[src/hw/rtl/pdst_pkg.sv]
`timescale 1ns / 1ps
`default_nettype none

package pdst_pkg;

    // field widths
    localparam int unsigned GAIN_W  = 10;
    localparam int unsigned SPEED_W = 9;
    localparam int unsigned MAX_W   = 8;
    localparam int unsigned POS_W   = 9;
    localparam int unsigned CORR_W  = 12;
    localparam int unsigned MAG_W   = 8;
    localparam int unsigned MODE_W  = 2;

    // configuration port
    localparam int unsigned CFG_IDX_W  = 3;
    localparam int unsigned CFG_DATA_W = 10;

    localparam logic [CFG_IDX_W-1:0] CFG_GAIN_PROP    = 3'd0;
    localparam logic [CFG_IDX_W-1:0] CFG_GAIN_DERIV   = 3'd1;
    localparam logic [CFG_IDX_W-1:0] CFG_BASE_SPEED   = 3'd2;
    localparam logic [CFG_IDX_W-1:0] CFG_MAX_SPEED    = 3'd3;
    localparam logic [CFG_IDX_W-1:0] CFG_DRIVE_ENABLE = 3'd4;

    // register reset values
    localparam logic [GAIN_W-1:0]         GAIN_PROP_RST  = 10'd205;
    localparam logic [GAIN_W-1:0]         GAIN_DERIV_RST = 10'd256;
    localparam logic signed [SPEED_W-1:0] BASE_SPEED_RST = 9'sd50;
    localparam logic [MAX_W-1:0]          MAX_SPEED_RST  = 8'd255;

    // sensor patterns, left / centre / right
    localparam logic [2:0] PAT_NONE         = 3'b000;
    localparam logic [2:0] PAT_RIGHT        = 3'b001;
    localparam logic [2:0] PAT_CENTER       = 3'b010;
    localparam logic [2:0] PAT_CENTER_RIGHT = 3'b011;
    localparam logic [2:0] PAT_LEFT         = 3'b100;
    localparam logic [2:0] PAT_LEFT_CENTER  = 3'b110;

    // position codes
    localparam logic signed [POS_W-1:0] POS_FAR_LEFT   = -9'sd150;
    localparam logic signed [POS_W-1:0] POS_LEFT       = -9'sd100;
    localparam logic signed [POS_W-1:0] POS_HALF_LEFT  = -9'sd50;
    localparam logic signed [POS_W-1:0] POS_CENTER     = 9'sd0;
    localparam logic signed [POS_W-1:0] POS_HALF_RIGHT = 9'sd50;
    localparam logic signed [POS_W-1:0] POS_RIGHT      = 9'sd100;
    localparam logic signed [POS_W-1:0] POS_FAR_RIGHT  = 9'sd150;

    // correction limit
    localparam logic [CORR_W-2:0] CORR_LIMIT = 11'd2047;

    // drive modes
    localparam logic [MODE_W-1:0] MODE_FORWARD    = 2'd0;
    localparam logic [MODE_W-1:0] MODE_SPIN_RIGHT = 2'd1;
    localparam logic [MODE_W-1:0] MODE_SPIN_LEFT  = 2'd2;
    localparam logic [MODE_W-1:0] MODE_STOP       = 2'd3;

    typedef struct packed {
        logic left_near;
        logic center_near;
        logic right_near;
    } t_in;

    typedef struct packed {
        logic signed [POS_W-1:0]  position_code;
        logic signed [CORR_W-1:0] correction;
        logic [MAG_W-1:0]         left_speed_mag;
        logic [MAG_W-1:0]         right_speed_mag;
        logic [MODE_W-1:0]        drive_mode;
    } t_out;

endpackage

`default_nettype wire

[src/hw/rtl/pd_steering_three_sensor_unit.sv]
`timescale 1ns / 1ps
`default_nettype none

// Three-sensor PD steering unit. Each input transaction is one sample of three
// near/far bits; each one yields exactly one result transaction holding the
// position code, the saturated PD correction, both wheel speed magnitudes and
// the drive mode. The unit is a two-stage pipeline: the first stage decodes the
// position and forms both gain products and their sum, the second scales,
// saturates, clamps and picks the mode. It takes one sample per clock unless a
// full output register is not taken; each result passes the stage-one registers
// and then the output register. A full output register that is not taken holds
// the pipe, though one more sample can still be taken into the first stage.
// Configuration writes take effect at once and belong in idle periods only.
module pd_steering_three_sensor_unit (
    input  wire                                 i_clk,
    input  wire                                 i_rst_n,
    // sample channel
    input  wire                                 i_in_valid,
    output logic                                o_in_ready,
    input  pdst_pkg::t_in                       i_in_data,
    // result channel
    output logic                                o_out_valid,
    input  wire                                 i_out_ready,
    output pdst_pkg::t_out                      o_out_data,
    // configuration write port
    input  wire                                 i_cfg_we,
    input  wire  [pdst_pkg::CFG_IDX_W-1:0]      i_cfg_idx,
    input  wire  [pdst_pkg::CFG_DATA_W-1:0]     i_cfg_data
);

    localparam int unsigned PPROD_W = pdst_pkg::GAIN_W + 1 + pdst_pkg::POS_W;
    localparam int unsigned DIFF_W  = pdst_pkg::POS_W + 1;
    localparam int unsigned DPROD_W = pdst_pkg::GAIN_W + 1 + DIFF_W;
    localparam int unsigned SUM_W   = DPROD_W + 1;
    localparam int unsigned QUO_W   = SUM_W - 8;
    localparam int unsigned WIDE_W  = pdst_pkg::CORR_W + 1;

    // configuration registers
    logic [pdst_pkg::GAIN_W-1:0]         r_gain_prop;
    logic [pdst_pkg::GAIN_W-1:0]         r_gain_deriv;
    logic signed [pdst_pkg::SPEED_W-1:0] r_base_speed;
    logic [pdst_pkg::MAX_W-1:0]          r_max_speed;
    logic                                r_drive_enable;

    always_ff @(posedge i_clk) begin
        if (!i_rst_n) begin
            r_gain_prop    <= pdst_pkg::GAIN_PROP_RST;
            r_gain_deriv   <= pdst_pkg::GAIN_DERIV_RST;
            r_base_speed   <= pdst_pkg::BASE_SPEED_RST;
            r_max_speed    <= pdst_pkg::MAX_SPEED_RST;
            r_drive_enable <= 1'b1;
        end else if (i_cfg_we) begin
            unique case (i_cfg_idx)
                pdst_pkg::CFG_GAIN_PROP:    r_gain_prop    <= i_cfg_data;
                pdst_pkg::CFG_GAIN_DERIV:   r_gain_deriv   <= i_cfg_data;
                pdst_pkg::CFG_BASE_SPEED:   r_base_speed   <= i_cfg_data[pdst_pkg::SPEED_W-1:0];
                pdst_pkg::CFG_MAX_SPEED:    r_max_speed    <= i_cfg_data[pdst_pkg::MAX_W-1:0];
                pdst_pkg::CFG_DRIVE_ENABLE: r_drive_enable <= i_cfg_data[0];
                default: ;
            endcase
        end
    end

    // pipeline control
    logic r_s1_valid;
    logic r_out_valid;
    logic out_en;
    logic in_take;

    assign out_en     = !r_out_valid || i_out_ready;
    assign o_in_ready = out_en || !r_s1_valid;
    assign in_take    = i_in_valid && o_in_ready;

    // position decode from pattern and last side seen
    logic signed [pdst_pkg::POS_W-1:0] r_prev_pos;
    logic                              r_last_right;
    logic signed [pdst_pkg::POS_W-1:0] pos;
    logic                              n_last_right;

    always_comb begin
        n_last_right = r_last_right;
        unique case ({i_in_data.left_near, i_in_data.center_near, i_in_data.right_near})
            pdst_pkg::PAT_LEFT: begin
                pos          = pdst_pkg::POS_LEFT;
                n_last_right = 1'b0;
            end
            pdst_pkg::PAT_LEFT_CENTER: begin
                pos          = pdst_pkg::POS_HALF_LEFT;
                n_last_right = 1'b0;
            end
            pdst_pkg::PAT_CENTER_RIGHT: begin
                pos          = pdst_pkg::POS_HALF_RIGHT;
                n_last_right = 1'b1;
            end
            pdst_pkg::PAT_RIGHT: begin
                pos          = pdst_pkg::POS_RIGHT;
                n_last_right = 1'b1;
            end
            pdst_pkg::PAT_NONE: begin
                pos = r_last_right ? pdst_pkg::POS_FAR_RIGHT : pdst_pkg::POS_FAR_LEFT;
            end
            default: begin
                pos = pdst_pkg::POS_CENTER;
            end
        endcase
    end

    always_ff @(posedge i_clk) begin
        if (!i_rst_n) begin
            r_prev_pos   <= '0;
            r_last_right <= 1'b0;
        end else if (in_take) begin
            r_prev_pos   <= pos;
            r_last_right <= n_last_right;
        end
    end

    // gain products and their sum
    logic signed [DIFF_W-1:0]  pos_diff;
    logic signed [PPROD_W-1:0] prop_prod;
    logic signed [DPROD_W-1:0] deriv_prod;
    logic signed [SUM_W-1:0]   n_sum;

    assign pos_diff   = {pos[pdst_pkg::POS_W-1], pos}
                      - {r_prev_pos[pdst_pkg::POS_W-1], r_prev_pos};
    assign prop_prod  = $signed({1'b0, r_gain_prop}) * pos;
    assign deriv_prod = $signed({1'b0, r_gain_deriv}) * pos_diff;
    assign n_sum      = {{(SUM_W-PPROD_W){prop_prod[PPROD_W-1]}}, prop_prod}
                      + {deriv_prod[DPROD_W-1], deriv_prod};

    // stage one registers
    logic signed [SUM_W-1:0]           r_s1_sum;
    logic signed [pdst_pkg::POS_W-1:0] r_s1_pos;

    always_ff @(posedge i_clk) begin
        if (!i_rst_n) begin
            r_s1_valid <= 1'b0;
        end else if (o_in_ready) begin
            r_s1_valid <= i_in_valid;
        end
    end

    always_ff @(posedge i_clk) begin
        if (in_take) begin
            r_s1_sum <= n_sum;
            r_s1_pos <= pos;
        end
    end

    // scale by 1/256 toward zero and saturate
    logic [SUM_W-1:0]                   sum_mag;
    logic [QUO_W-1:0]                   quo;
    logic [pdst_pkg::CORR_W-2:0]        corr_mag;
    logic signed [pdst_pkg::CORR_W-1:0] corr;

    assign sum_mag  = r_s1_sum[SUM_W-1] ? SUM_W'(-r_s1_sum) : SUM_W'(r_s1_sum);
    assign quo      = sum_mag[SUM_W-1:8];
    assign corr_mag = (quo > QUO_W'(pdst_pkg::CORR_LIMIT)) ? pdst_pkg::CORR_LIMIT
                                                           : quo[pdst_pkg::CORR_W-2:0];
    assign corr     = r_s1_sum[SUM_W-1] ? -$signed({1'b0, corr_mag})
                                        : $signed({1'b0, corr_mag});

    // wheel speeds with clamp, upper bound first
    logic signed [WIDE_W-1:0] base_w;
    logic signed [WIDE_W-1:0] corr_w;
    logic signed [WIDE_W-1:0] max_w;
    logic signed [WIDE_W-1:0] left_raw;
    logic signed [WIDE_W-1:0] right_raw;
    logic signed [WIDE_W-1:0] left_c;
    logic signed [WIDE_W-1:0] right_c;

    assign base_w    = {{(WIDE_W-pdst_pkg::SPEED_W){r_base_speed[pdst_pkg::SPEED_W-1]}},
                        r_base_speed};
    assign corr_w    = {corr[pdst_pkg::CORR_W-1], corr};
    assign max_w     = {{(WIDE_W-pdst_pkg::MAX_W){1'b0}}, r_max_speed};
    assign left_raw  = base_w + corr_w;
    assign right_raw = base_w - corr_w;

    always_comb begin
        if (left_raw > max_w) begin
            left_c = max_w;
        end else if (left_raw < -max_w) begin
            left_c = -max_w;
        end else begin
            left_c = left_raw;
        end
        if (right_raw > max_w) begin
            right_c = max_w;
        end else if (right_raw < -max_w) begin
            right_c = -max_w;
        end else begin
            right_c = right_raw;
        end
    end

    // magnitudes and drive mode
    logic signed [WIDE_W-1:0]     left_abs;
    logic signed [WIDE_W-1:0]     right_abs;
    logic [pdst_pkg::MODE_W-1:0]  mode;
    pdst_pkg::t_out               n_out;

    assign left_abs  = left_c[WIDE_W-1] ? -left_c : left_c;
    assign right_abs = right_c[WIDE_W-1] ? -right_c : right_c;

    always_comb begin
        if (left_c > 0 && right_c < 0) begin
            mode = pdst_pkg::MODE_SPIN_RIGHT;
        end else if (left_c < 0 && right_c > 0) begin
            mode = pdst_pkg::MODE_SPIN_LEFT;
        end else if (r_drive_enable) begin
            mode = pdst_pkg::MODE_FORWARD;
        end else begin
            mode = pdst_pkg::MODE_STOP;
        end
    end

    always_comb begin
        n_out.position_code   = r_s1_pos;
        n_out.correction      = corr;
        n_out.left_speed_mag  = left_abs[pdst_pkg::MAG_W-1:0];
        n_out.right_speed_mag = right_abs[pdst_pkg::MAG_W-1:0];
        n_out.drive_mode      = mode;
    end

    // output register
    pdst_pkg::t_out r_out;

    always_ff @(posedge i_clk) begin
        if (!i_rst_n) begin
            r_out_valid <= 1'b0;
        end else if (out_en) begin
            r_out_valid <= r_s1_valid;
        end
    end

    always_ff @(posedge i_clk) begin
        if (out_en && r_s1_valid) begin
            r_out <= n_out;
        end
    end

    assign o_out_valid = r_out_valid;
    assign o_out_data  = r_out;

    // checks on result contents
    a_pos_legal: assert property (@(posedge i_clk) disable iff (!i_rst_n)
        r_out_valid |-> (r_out.position_code == pdst_pkg::POS_FAR_LEFT
                      || r_out.position_code == pdst_pkg::POS_LEFT
                      || r_out.position_code == pdst_pkg::POS_HALF_LEFT
                      || r_out.position_code == pdst_pkg::POS_CENTER
                      || r_out.position_code == pdst_pkg::POS_HALF_RIGHT
                      || r_out.position_code == pdst_pkg::POS_RIGHT
                      || r_out.position_code == pdst_pkg::POS_FAR_RIGHT))
        else $error("position code outside legal set");

    a_speed_bound: assert property (@(posedge i_clk) disable iff (!i_rst_n)
        r_out_valid |-> (r_out.left_speed_mag <= r_max_speed
                      && r_out.right_speed_mag <= r_max_speed))
        else $error("wheel speed above clamp limit");

    a_spin_right_dir: assert property (@(posedge i_clk) disable iff (!i_rst_n)
        (r_out_valid && r_out.drive_mode == pdst_pkg::MODE_SPIN_RIGHT)
            |-> (r_out.correction > 0))
        else $error("right spin without positive correction");

    a_spin_left_dir: assert property (@(posedge i_clk) disable iff (!i_rst_n)
        (r_out_valid && r_out.drive_mode == pdst_pkg::MODE_SPIN_LEFT)
            |-> (r_out.correction < 0))
        else $error("left spin without negative correction");

endmodule

`default_nettype wire
[config.mk]
export PLATFORM = sky130hd
export DESIGN_NAME = pd_steering_three_sensor_unit
export DESIGN_NICKNAME = d
export VERILOG_FILES = /design/src/hw/rtl/pdst_pkg.sv /design/src/hw/rtl/pd_steering_three_sensor_unit.sv
export SDC_FILE = /design/constraint.sdc
export NUM_CORES = 1
export LEC_CHECK = 0
export BUFFER_PORTS_ARGS = -buffer_cell sky130_fd_sc_hd__clkbuf_2
export CAP_MARGIN = 25
export CELL_PAD_IN_SITES_DETAIL_PLACEMENT = 0
export CELL_PAD_IN_SITES_GLOBAL_PLACEMENT = 2
export CORE_AREA = 2 2 153 267
export DETAILED_ROUTE_END_ITERATION = 16
export DIE_AREA = 0 0 155 269
export PLACE_DENSITY_LB_ADDON = 0.25
export SYNTH_ARGS = -nofsm -noshare
export SYNTH_HDL_FRONTEND = slang
export SYNTH_SLANG_ARGS = --single-unit
[constraint.sdc]
create_clock -name i_clk -period 9.8 [get_ports i_clk]
set_input_delay 0.98 -clock i_clk [delete_from_list [all_inputs] [get_ports i_clk]]
set_output_delay 0.98 -clock i_clk [all_outputs]
set_load 0.02 [all_outputs]
==> results by group, run 1 <==
Drt
  – Total wire length: 43000 um
  – Iter 0 DRT Violations: 430
  – Final ANT Viol Nets: 0
  – WL/cell: 19.6 um
  – Drc violations: 0
  – First-pass iteration count of the detailed router: 5
  – Via count: 11400
  – Vias/cell: 5.18

Placed design
  – Pre-CTS WS: 0.348 ns
  – Port Buf Inserts: 60
  – Gpl congestion: 0.865
  – Detailed Place HPWL: 35700 um

Power and ir drop
  – Leakage: 7.61 nW
  – Max rail drop VDD: 0.133 mV
  – PD cells: 310 nW/um2

Global route
  – Vias in the first global route: 12000
  – Gr usage total: 21.3%
  – First-pass GRT wire length: 66700 um
  – Largest net degree at the start of global routing: 49
  – Met3 usage: 1.80%
  – GRT overflow: 0
  – Antenna violations before repair: 0
  – M2 GR Usage: 43.7%
  – Met1 GRT Util: 20.1%
  – Global route hottest layer: met2

Setup path
  – CP max FO: 12
  – CP endpoint kind: flip-flop
  – Buf/Inv on CP: 5
  – CP max stage cell: fa_1
  – CP startpoint kind: input pin
  – Critical Path AT: 9.16 ns
  – Delay-heaviest family, CP: adder cells
  – Slowest stage delay, CP: 0.55 ns
  – Data required time of the worst path: 9.98 ns
  – Most used cell, CP: fa_1
  – CP Class: in2reg

STA
  – Setup Skew: 0.0189 ns
  – Slew Limit Fails: 0
  – Final setup violation count: 0
  – RSZ-0062 raised after global routing: no
  – Slew headroom: 26.8%
  – Tcrit/Tclk final: 91.6%
  – WHS: 0.418 ns
  – Worst-margin pin slew: 1.09 ns
  – Hold Fails Final Rpt: 0
  – Fmax: 111 MHz
  – Fin worst setup slack: 0.827 ns
  – Setup TNS: 0 ns
  – Fin crit period: 8.97 ns

Logic synthesis
  – Register bit total from synthesis: 113
  – YS warnings: 0
  – Top post-synthesis cells by area: fa_1, ha_1, edfxtp_1, dfxtp_1, inv_1
  – Syn_nets: 1994
  – Synth Instances: 1643
  – Register area share after synthesis: 20.1%
  – Post-synth cell types: 86
  – Synth top area share: 19.2%
  – Largest area contributor in the netlist: fa_1
  – Count leader, synth: inv_1
  – Syn avg cell area: 8.80 um2
  – Post-synth EDFFs: 65
  – Share of flip-flops with an asynchronous set or reset: 0%
  – Mapped Area: 14500 um2
  – Most frequent cells after synthesis: inv_1, nand2_1, ha_1
  – Synth Flop Type: edfxtp_1

Die
  – # rows: 97
  – CORE AREA: 39700 um2
  – Die height: 269 um
  – Die Width: 155 um
  – Die area: 41700 um2
  – Initial Util: 36.4%
  – Total I/O pin count: 62

Clock tree
  – Clock Root Buffer: clkbuf_16
  – TritonCTS clock tree: built
  – Clock sinks: 113
  – Total CTS buffers: 17
  – Clock-pin slew on the worst setup and hold paths: 0.06 ns
  – CTS Hold Buffers Added: 0
  – CTS max path bufs: 2
  – Worst-Skew Late Latency: 0.44 ns
  – Post-CTS Setup Repair Bufs: 0
  – H-tree depth: 4
  – Resized cells post-CTS: 0

Run
  – Max Cap Viol: 0

Finish
  – Nets: 2033
  – Layout cells sized above 1: 8.61%
  – Synth-to-Final Area Change: 10.2%
  – Ant diodes: 0
  – Final Util: 40.2%

Run status
  – Status: completed

Hold path
  – Hold crit path type: reg2reg
-- path summary, 6_finish.rpt --
| check | start | end | slack, ns | depth (start not counted) |
|---|---|---|---|---|
| setup / recovery | i_in_data[2] | r_s1_sum[18]$_DFFE_PP_ | 0.83 | 33 |
| hold / removal | r_s1_pos[4]$_DFFE_PP_ | o_out_data[34]$_DFFE_PP_ | 0.42 | 0 |
| setup reg to reg | r_last_right$_SDFFE_PN0P_ | r_s1_sum[18]$_DFFE_PP_ | 1.32 | 31 |
| hold reg to reg | r_s1_pos[4]$_DFFE_PP_ | o_out_data[34]$_DFFE_PP_ | 0.42 | 0 |
-- logic make-up after synthesis --
kind of cell,share of synthesized area [%]
and+or+nand+nor,17.6
adders and majority gates,35.8
buffers and inverters,8.43
AOI/OAI and AO/OA,12.2
DFF,20.1
xor gates and xnor gates,4.23
muxes,1.55
other,0.0259
-- layout by cell type, fill, tap and decap left out, types with 31 or more instances in the layout --
master / n
edfxtp_1: 65
ha_1: 191
dfxtp_1: 48
nor3_1: 34
clkbuf_2: 60
nor2_1: 105
a21oi_1: 70
inv_1: 251
nand2_1: 192
xnor2_1: 51
nand3_1: 31
fa_1: 139
and2_1: 77
-- layout make-up --
class,count,area (um2)
clock buffers,21,504
clock inverters,11,115
fillers,4094,23800
inverters,253,950
multi-input cells,1213,10300
flip-flops and latches,113,2910
well taps,495,619
repair buffers,84,493
-- through the flow --
stage / total power [mW] / cells / instance area, um2
floorplan: 3.34 / 1643 / 14500
global placement: 4.31 / 2157 / 15300
detailed placement: 4.33 / 2158 / 15300
CTS: 5.01 / 2190 / 15900
global route: 5.45 / 2190 / 15900
finish: 4.93 / 2190 / 15900
-- power by group --
part	internal, mW	switching (mW)
sequential	0.704	0.0801
clock	0.398	0.247
combinational	1.37	2.13
-- metal layers --
layer / routed length (um) / part of all wire, %
met1: 14600 / 34
met2: 25100 / 59
met3: 755 / 1.8
met4: 2500 / 5.8
met5: 0 / 0
-- sequential cells by signal (all words and copies together) (netlist names) --
name / count
o_out_data: 37
o_out_valid: 1
r_base_speed: 9
r_drive_enable: 1
r_gain_deriv: 10
r_gain_prop: 10
r_last_right: 1
r_max_speed: 8
r_prev_pos: 7
r_s1_pos: 7
r_s1_sum: 21
r_s1_valid: 1
-- worst register-to-register path, delay by kind of cell (launching register included) --
family                     cells  cell delay (ns)
AOI/OAI and AO/OA             12             2.51
buffers and inverters          4             0.40
adders and majority gates      9             4.32
DFF                            1             0.43
and+or+nand+nor                4             0.31
xor gates and xnor gates       2             0.28
Power figures use the tool's default switching activity.
==> run 2: changes to the inputs <==
MAX_ROUTING_LAYER = met4   (was not set)
==> run 2 against run 1 <==
  * Global-route usage rose by 0.66 points
  * Die area did not move
  * Final cell count did not move
  * Register-to-register slack barely moved
  * Total power barely moved
  * Core utilization did not move
  * Largest cell class unchanged
  * Sequential share of layout area did not move
  * Design area did not move
  * Sequential power barely moved
  * Worst setup slack got worse by 0.0076 ns
  * Clock skew rose by 0.00087 ns
  * Critical endpoint unchanged
  * Via count rose by 0.20%
==> results by group, run 2 (synthesis gave the netlist of run 1 again) <==
STA
  – Final setup violation count: 0
  – Setup Skew: 0.0197 ns
  – WHS: 0.418 ns
  – RSZ-0062 raised after global routing: no
  – Hold Fails Final Rpt: 0
  – Slew headroom: 28.1%
  – Tcrit/Tclk final: 91.6%
  – Worst-margin pin slew: 1.07 ns
  – Slew Limit Fails: 0
  – Fmax: 111 MHz
  – Fin crit period: 8.98 ns
  – Setup TNS: 0 ns

Power and ir drop
  – PD cells: 310 nW/um2
  – Leakage: 7.61 nW
  – Combinational Power Share: 71.0%
  – Flop pwr share: 15.9%
  – Net Sw Frac: 49.9%
  – Pwr Total: 4.93 mW
  – Internal cell power: 2.47 mW
  – Clock share of power: 13.1%
  – P_sw: 2.46 mW
  – Max rail drop VDD: 0.133 mV

Setup path
  – Slowest stage delay, CP: 0.55 ns
  – Critical Path AT: 9.17 ns
  – CP max stage cell: fa_1
  – Most used cell, CP: fa_1
  – CP endpoint kind: flip-flop
  – CP Class: in2reg
  – CP startpoint kind: input pin
  – Reg2Reg Depth: 31
  – CP max FO: 12
  – Data required time of the worst path: 9.99 ns

Drt
  – First-pass iteration count of the detailed router: 6
  – Iter 0 DRT Violations: 505
  – Final ANT Viol Nets: 0
  – WL/cell: 19.6 um
  – Total wire length: 42900 um
  – Drc violations: 0
  – Vias/cell: 5.19
  – Via count: 11400

Finish
  – Leading cell type in the layout, fill and taps excluded: inv_1
  – Synth-to-Final Area Change: 10.2%
  – # fillers: 4094
  – Max reg flops: 37
  – Register area: 2910 um2
  – Ant diodes: 0
  – Final Util: 40.2%
  – Final instance area: 15900 um2
  – Nets: 2033
  – Most frequent cells in the layout: inv_1, nand2_1, ha_1
  – Layout cells sized above 1: 8.61%
  – Multi-input gate area: 10300 um2

Clock tree
  – Total CTS buffers: 17
  – H-tree depth: 4
  – Post-CTS Setup Repair Bufs: 0
  – Clock sinks: 113
  – TritonCTS clock tree: built
  – Clock Root Buffer: clkbuf_16
  – Resized cells post-CTS: 0
  – Clock-pin slew on the worst setup and hold paths: 0.06 ns
  – Worst-Skew Late Latency: 0.44 ns
  – CTS Hold Buffers Added: 0
  – CTS max path bufs: 2

Die
  – Initial Util: 36.4%
  – Die height: 269 um
  – # rows: 97
  – Die Width: 155 um
  – CORE AREA: 39700 um2
  – Total I/O pin count: 62
  – Die area: 41700 um2

Run status
  – Status: completed

Global route
  – Vias in the first global route: 12000
  – Gr usage total: 21.9%
  – First-pass GRT wire length: 66800 um
  – Antenna violations before repair: 0
  – GRT overflow: 0
  – Largest net degree at the start of global routing: 49

Placed design
  – Detailed Place HPWL: 35700 um
  – Gpl congestion: 0.879
  – Port Buf Inserts: 60
  – Placed cell areas: 15300 um2

Hold path
  – WHS Path Cells: 0
  – Hold crit path type: reg2reg

Run
  – Max Cap Viol: 0
run 2: cell counts in the layout (fill, tap and decap cells not counted):
No cell type changed its count.
run 2: layout make-up:
type / count / share of cell area, %
well taps: 495 / 3.89
inverters: 253 / 5.96
repair buffers: 84 / 3.09
flip-flops and latches: 113 / 18.3
clock inverters: 11 / 0.722
multi-input cells: 1213 / 64.9
clock buffers: 21 / 3.16
run 2: final timing paths:
path	startpoint	endpoint	slack [ns]
worst min register to register	r_s1_pos[4]$_DFFE_PP_	o_out_data[34]$_DFFE_PP_	0.42
worst min-delay path	r_s1_pos[4]$_DFFE_PP_	o_out_data[34]$_DFFE_PP_	0.42
worst max register to register	r_last_right$_SDFFE_PN0P_	r_s1_sum[18]$_DFFE_PP_	1.31
worst max-delay path	i_in_data[2]	r_s1_sum[18]$_DFFE_PP_	0.82
run 2: layer usage:
| layer | vias to the layer above | GRT usage (%) | part of all wire, % |
|---|---|---|---|
| met5 | - | - | 0 |
| met4 | 0 | 12.2 | 5.8 |
| met3 | 90 | 1.90 | 1.6 |
| met2 | 158 | 43.7 | 59 |
| met1 | 5626 | 20.1 | 34 |
| li1 | 5500 | - | - |
run 2: metrics by stage:
| stage | setup WS, ns | instances |
|---|---|---|
| floorplan | 0.581 | 1643 |
| global placement | 0.375 | 2157 |
| detailed placement | 0.348 | 2158 |
| CTS | 0.790 | 2190 |
| global route | 0.288 | 2190 |
| finish | 0.820 | 2190 |
run 2: worst max-delay path, delay by kind of cell:
kind,cells,cell delay (ns)
simple gates,5,0.68
fa+ha+maj,10,4.60
compound gates,11,2.25
buf+inv,5,0.41
xor+xnor,2,0.26
run 2: power groups by stage:
stage | combinational (mW) | clock, mW | sequential, mW
after detailed placement | 3.53 | 0 | 0.795
after global routing | 3.98 | 0.678 | 0.799
after floorplan | 2.53 | 0 | 0.809
final | 3.50 | 0.646 | 0.784
after global placement | 3.52 | 0 | 0.794
after CTS | 3.57 | 0.659 | 0.785
==> run 3: changes to the inputs <==
RECOVER_POWER = 50   (was not set)
==> run 3 against run 2 <==
  * Sequential power hardly changed
  * Fmax down 0.75%
  * Clock skew hardly changed
  * Register-to-register slack worse by 0.27 ns
  * Critical path depth decreased by 2
  * Highest routed layer unchanged
  * Count of clock-buffer cells in the layout unchanged
  * Combinational power is essentially flat
  * Total power fell by 0.18%
  * First-iteration DRC count is 4.6% lower
  * Non-clock buffer count did not move
  * The run now ends with max-capacitance violations, max-slew violations left
  * Largest cell class unchanged
  * Flip-flop and latch count stayed put
==> results by group, run 3 (synthesis gave the netlist of run 1 again) <==
Setup path
  – CP Class: in2reg
  – Critical Path AT: 9.23 ns
  – Slowest stage delay, CP: 0.72 ns
  – Most used cell, CP: fa_1
  – CP max FO: 12
  – CP startpoint kind: input pin
  – CP endpoint kind: flip-flop
  – CP max stage cell: o31ai_1
  – Data required time of the worst path: 9.98 ns

STA
  – Slew Limit Fails: 80
  – Final setup violation count: 0
  – Setup TNS: 0 ns
  – Hold Fails Final Rpt: 0
  – Setup Skew: 0.0194 ns
  – Slew headroom: -36.3%
  – Fin crit period: 9.05 ns
  – WHS: 0.418 ns
  – Fin worst setup slack: 0.752 ns
  – Tcrit/Tclk final: 92.3%
  – Worst-margin pin slew: 2.04 ns
  – Fmax: 111 MHz
  – RSZ-0062 raised after global routing: no

Hold path
  – Hold crit path type: reg2reg

Run status
  – Failing checks: max-capacitance violations, max-slew violations
  – Status: complete, but fails checks

Die
  – Initial Util: 36.4%
  – Die Width: 155 um
  – Die height: 269 um
  – Die area: 41700 um2
  – CORE AREA: 39700 um2
  – Total I/O pin count: 62
  – # rows: 97

Finish
  – Nets: 2033
  – Non-Filler Instances: 2190
  – Multi-input gate area: 10300 um2
  – Ant diodes: 0
  – Layout cells sized above 1: 6.49%
  – Leading cell type in the layout, fill and taps excluded: inv_1
  – Max reg flops: 37
  – Most frequent cells in the layout: inv_1, nand2_1, ha_1
  – Register area: 2910 um2
  – # fillers: 4121
  – Synth-to-Final Area Change: 9.63%

Drt
  – WL/cell: 19.6 um
  – Met1 WL: 14500 um
  – Met2 Routed Length: 25200 um
  – Drc violations: 0
  – Total wire length: 42900 um
  – DR WL met3: 653 um
  – Top sig layer: met4
  – Via count: 11400
  – Iter 0 DRT Violations: 482
  – Vias/cell: 5.19
  – Final ANT Viol Nets: 0
  – First-pass iteration count of the detailed router: 6

Placed design
  – Pre-CTS WS: 0.348 ns
  – Gpl congestion: 0.879
  – Detailed Place HPWL: 35700 um
  – Dpl cells: 2158
  – Port Buf Inserts: 60

Clock tree
  – Worst-Skew Late Latency: 0.44 ns
  – Resized cells post-CTS: 0
  – TritonCTS clock tree: built
  – Total CTS buffers: 17
  – CTS max path bufs: 2
  – Clock Root Buffer: clkbuf_16
  – Clock-pin slew on the worst setup and hold paths: 0.06 ns
  – H-tree depth: 4
  – Clock sinks: 113
  – CTS Hold Buffers Added: 0
  – Post-CTS Setup Repair Bufs: 0

Global route
  – First-pass GRT wire length: 66800 um
  – Antenna violations before repair: 0
  – GRT overflow: 0
  – Gr usage total: 21.9%
  – Largest net degree at the start of global routing: 49
  – Vias in the first global route: 12000

Run
  – Max Cap Viol: 2

Power and ir drop
  – Leakage: 7.50 nW
  – PD cells: 311 nW/um2
  – Max rail drop VDD: 0.133 mV
==> run 3: cell types whose count changed in the layout (fill, tap and decap cells not counted), sizes merged <==
cell,before,now
clkbuf,81,87
buf,24,18
==> run 3: through the flow <==
| stage | cell area [um2] | util [%] | power, mW |
|---|---|---|---|
| after floorplan | 14500 | - | 3.34 |
| after global placement | 15300 | 38.5 | 4.31 |
| after detailed placement | 15300 | 38.6 | 4.33 |
| after CTS | 15900 | 40.2 | 5.01 |
| after global routing | 15900 | 39.9 | 5.45 |
| final | 15900 | 39.9 | 4.92 |
==> run 3: worst max-delay path, delay by kind of cell <==
family          cells  cell delay, ns
buf+inv             5            0.59
fa+ha+maj           9            4.36
compound gates     12            2.81
xor+xnor            2            0.28
simple gates        3            0.23
==> run 3: path summary, 6_finish.rpt <==
check | from | to | slack (ns) | cells after the start
min reg2reg | r_s1_pos[4]$_DFFE_PP_ | o_out_data[34]$_DFFE_PP_ | 0.42 | 0
max reg2reg | r_last_right$_SDFFE_PN0P_ | r_s1_sum[18]$_DFFE_PP_ | 1.04 | 31
max | i_in_data[2] | r_s1_sum[18]$_DFFE_PP_ | 0.75 | 31
min | r_s1_pos[4]$_DFFE_PP_ | o_out_data[34]$_DFFE_PP_ | 0.42 | 0
==> run 3: routing by layer <==
metal / up-vias / GRT usage [%]
li1: 5504 / -
met5: - / -
met1: 5611 / 20.1
met2: 162 / 43.7
met4: 0 / 12.2
met3: 89 / 1.90
==> run 3: report_power, final <==
| part | total [mW] | leakage [nW] | internal, mW | switching, mW |
|---|---|---|---|---|
| sequential | 0.784 | 1.00 | 0.704 | 0.0798 |
| clock | 0.645 | 0.296 | 0.398 | 0.247 |
| combinational | 3.50 | 6.20 | 1.36 | 2.13 |
| total | 4.92 | 7.50 | 2.47 | 2.46 |
==> run 3: area by class of cell <==
| cell class | instances | area share (%) |
|---|---|---|
| clock buffers | 21 | 3.18 |
| clock inverters | 11 | 0.726 |
| inverters | 253 | 5.99 |
| multi-input cells | 1213 | 65.2 |
| flip-flops and latches | 113 | 18.4 |
| well taps | 495 | 3.91 |
| repair buffers | 84 | 2.67 |
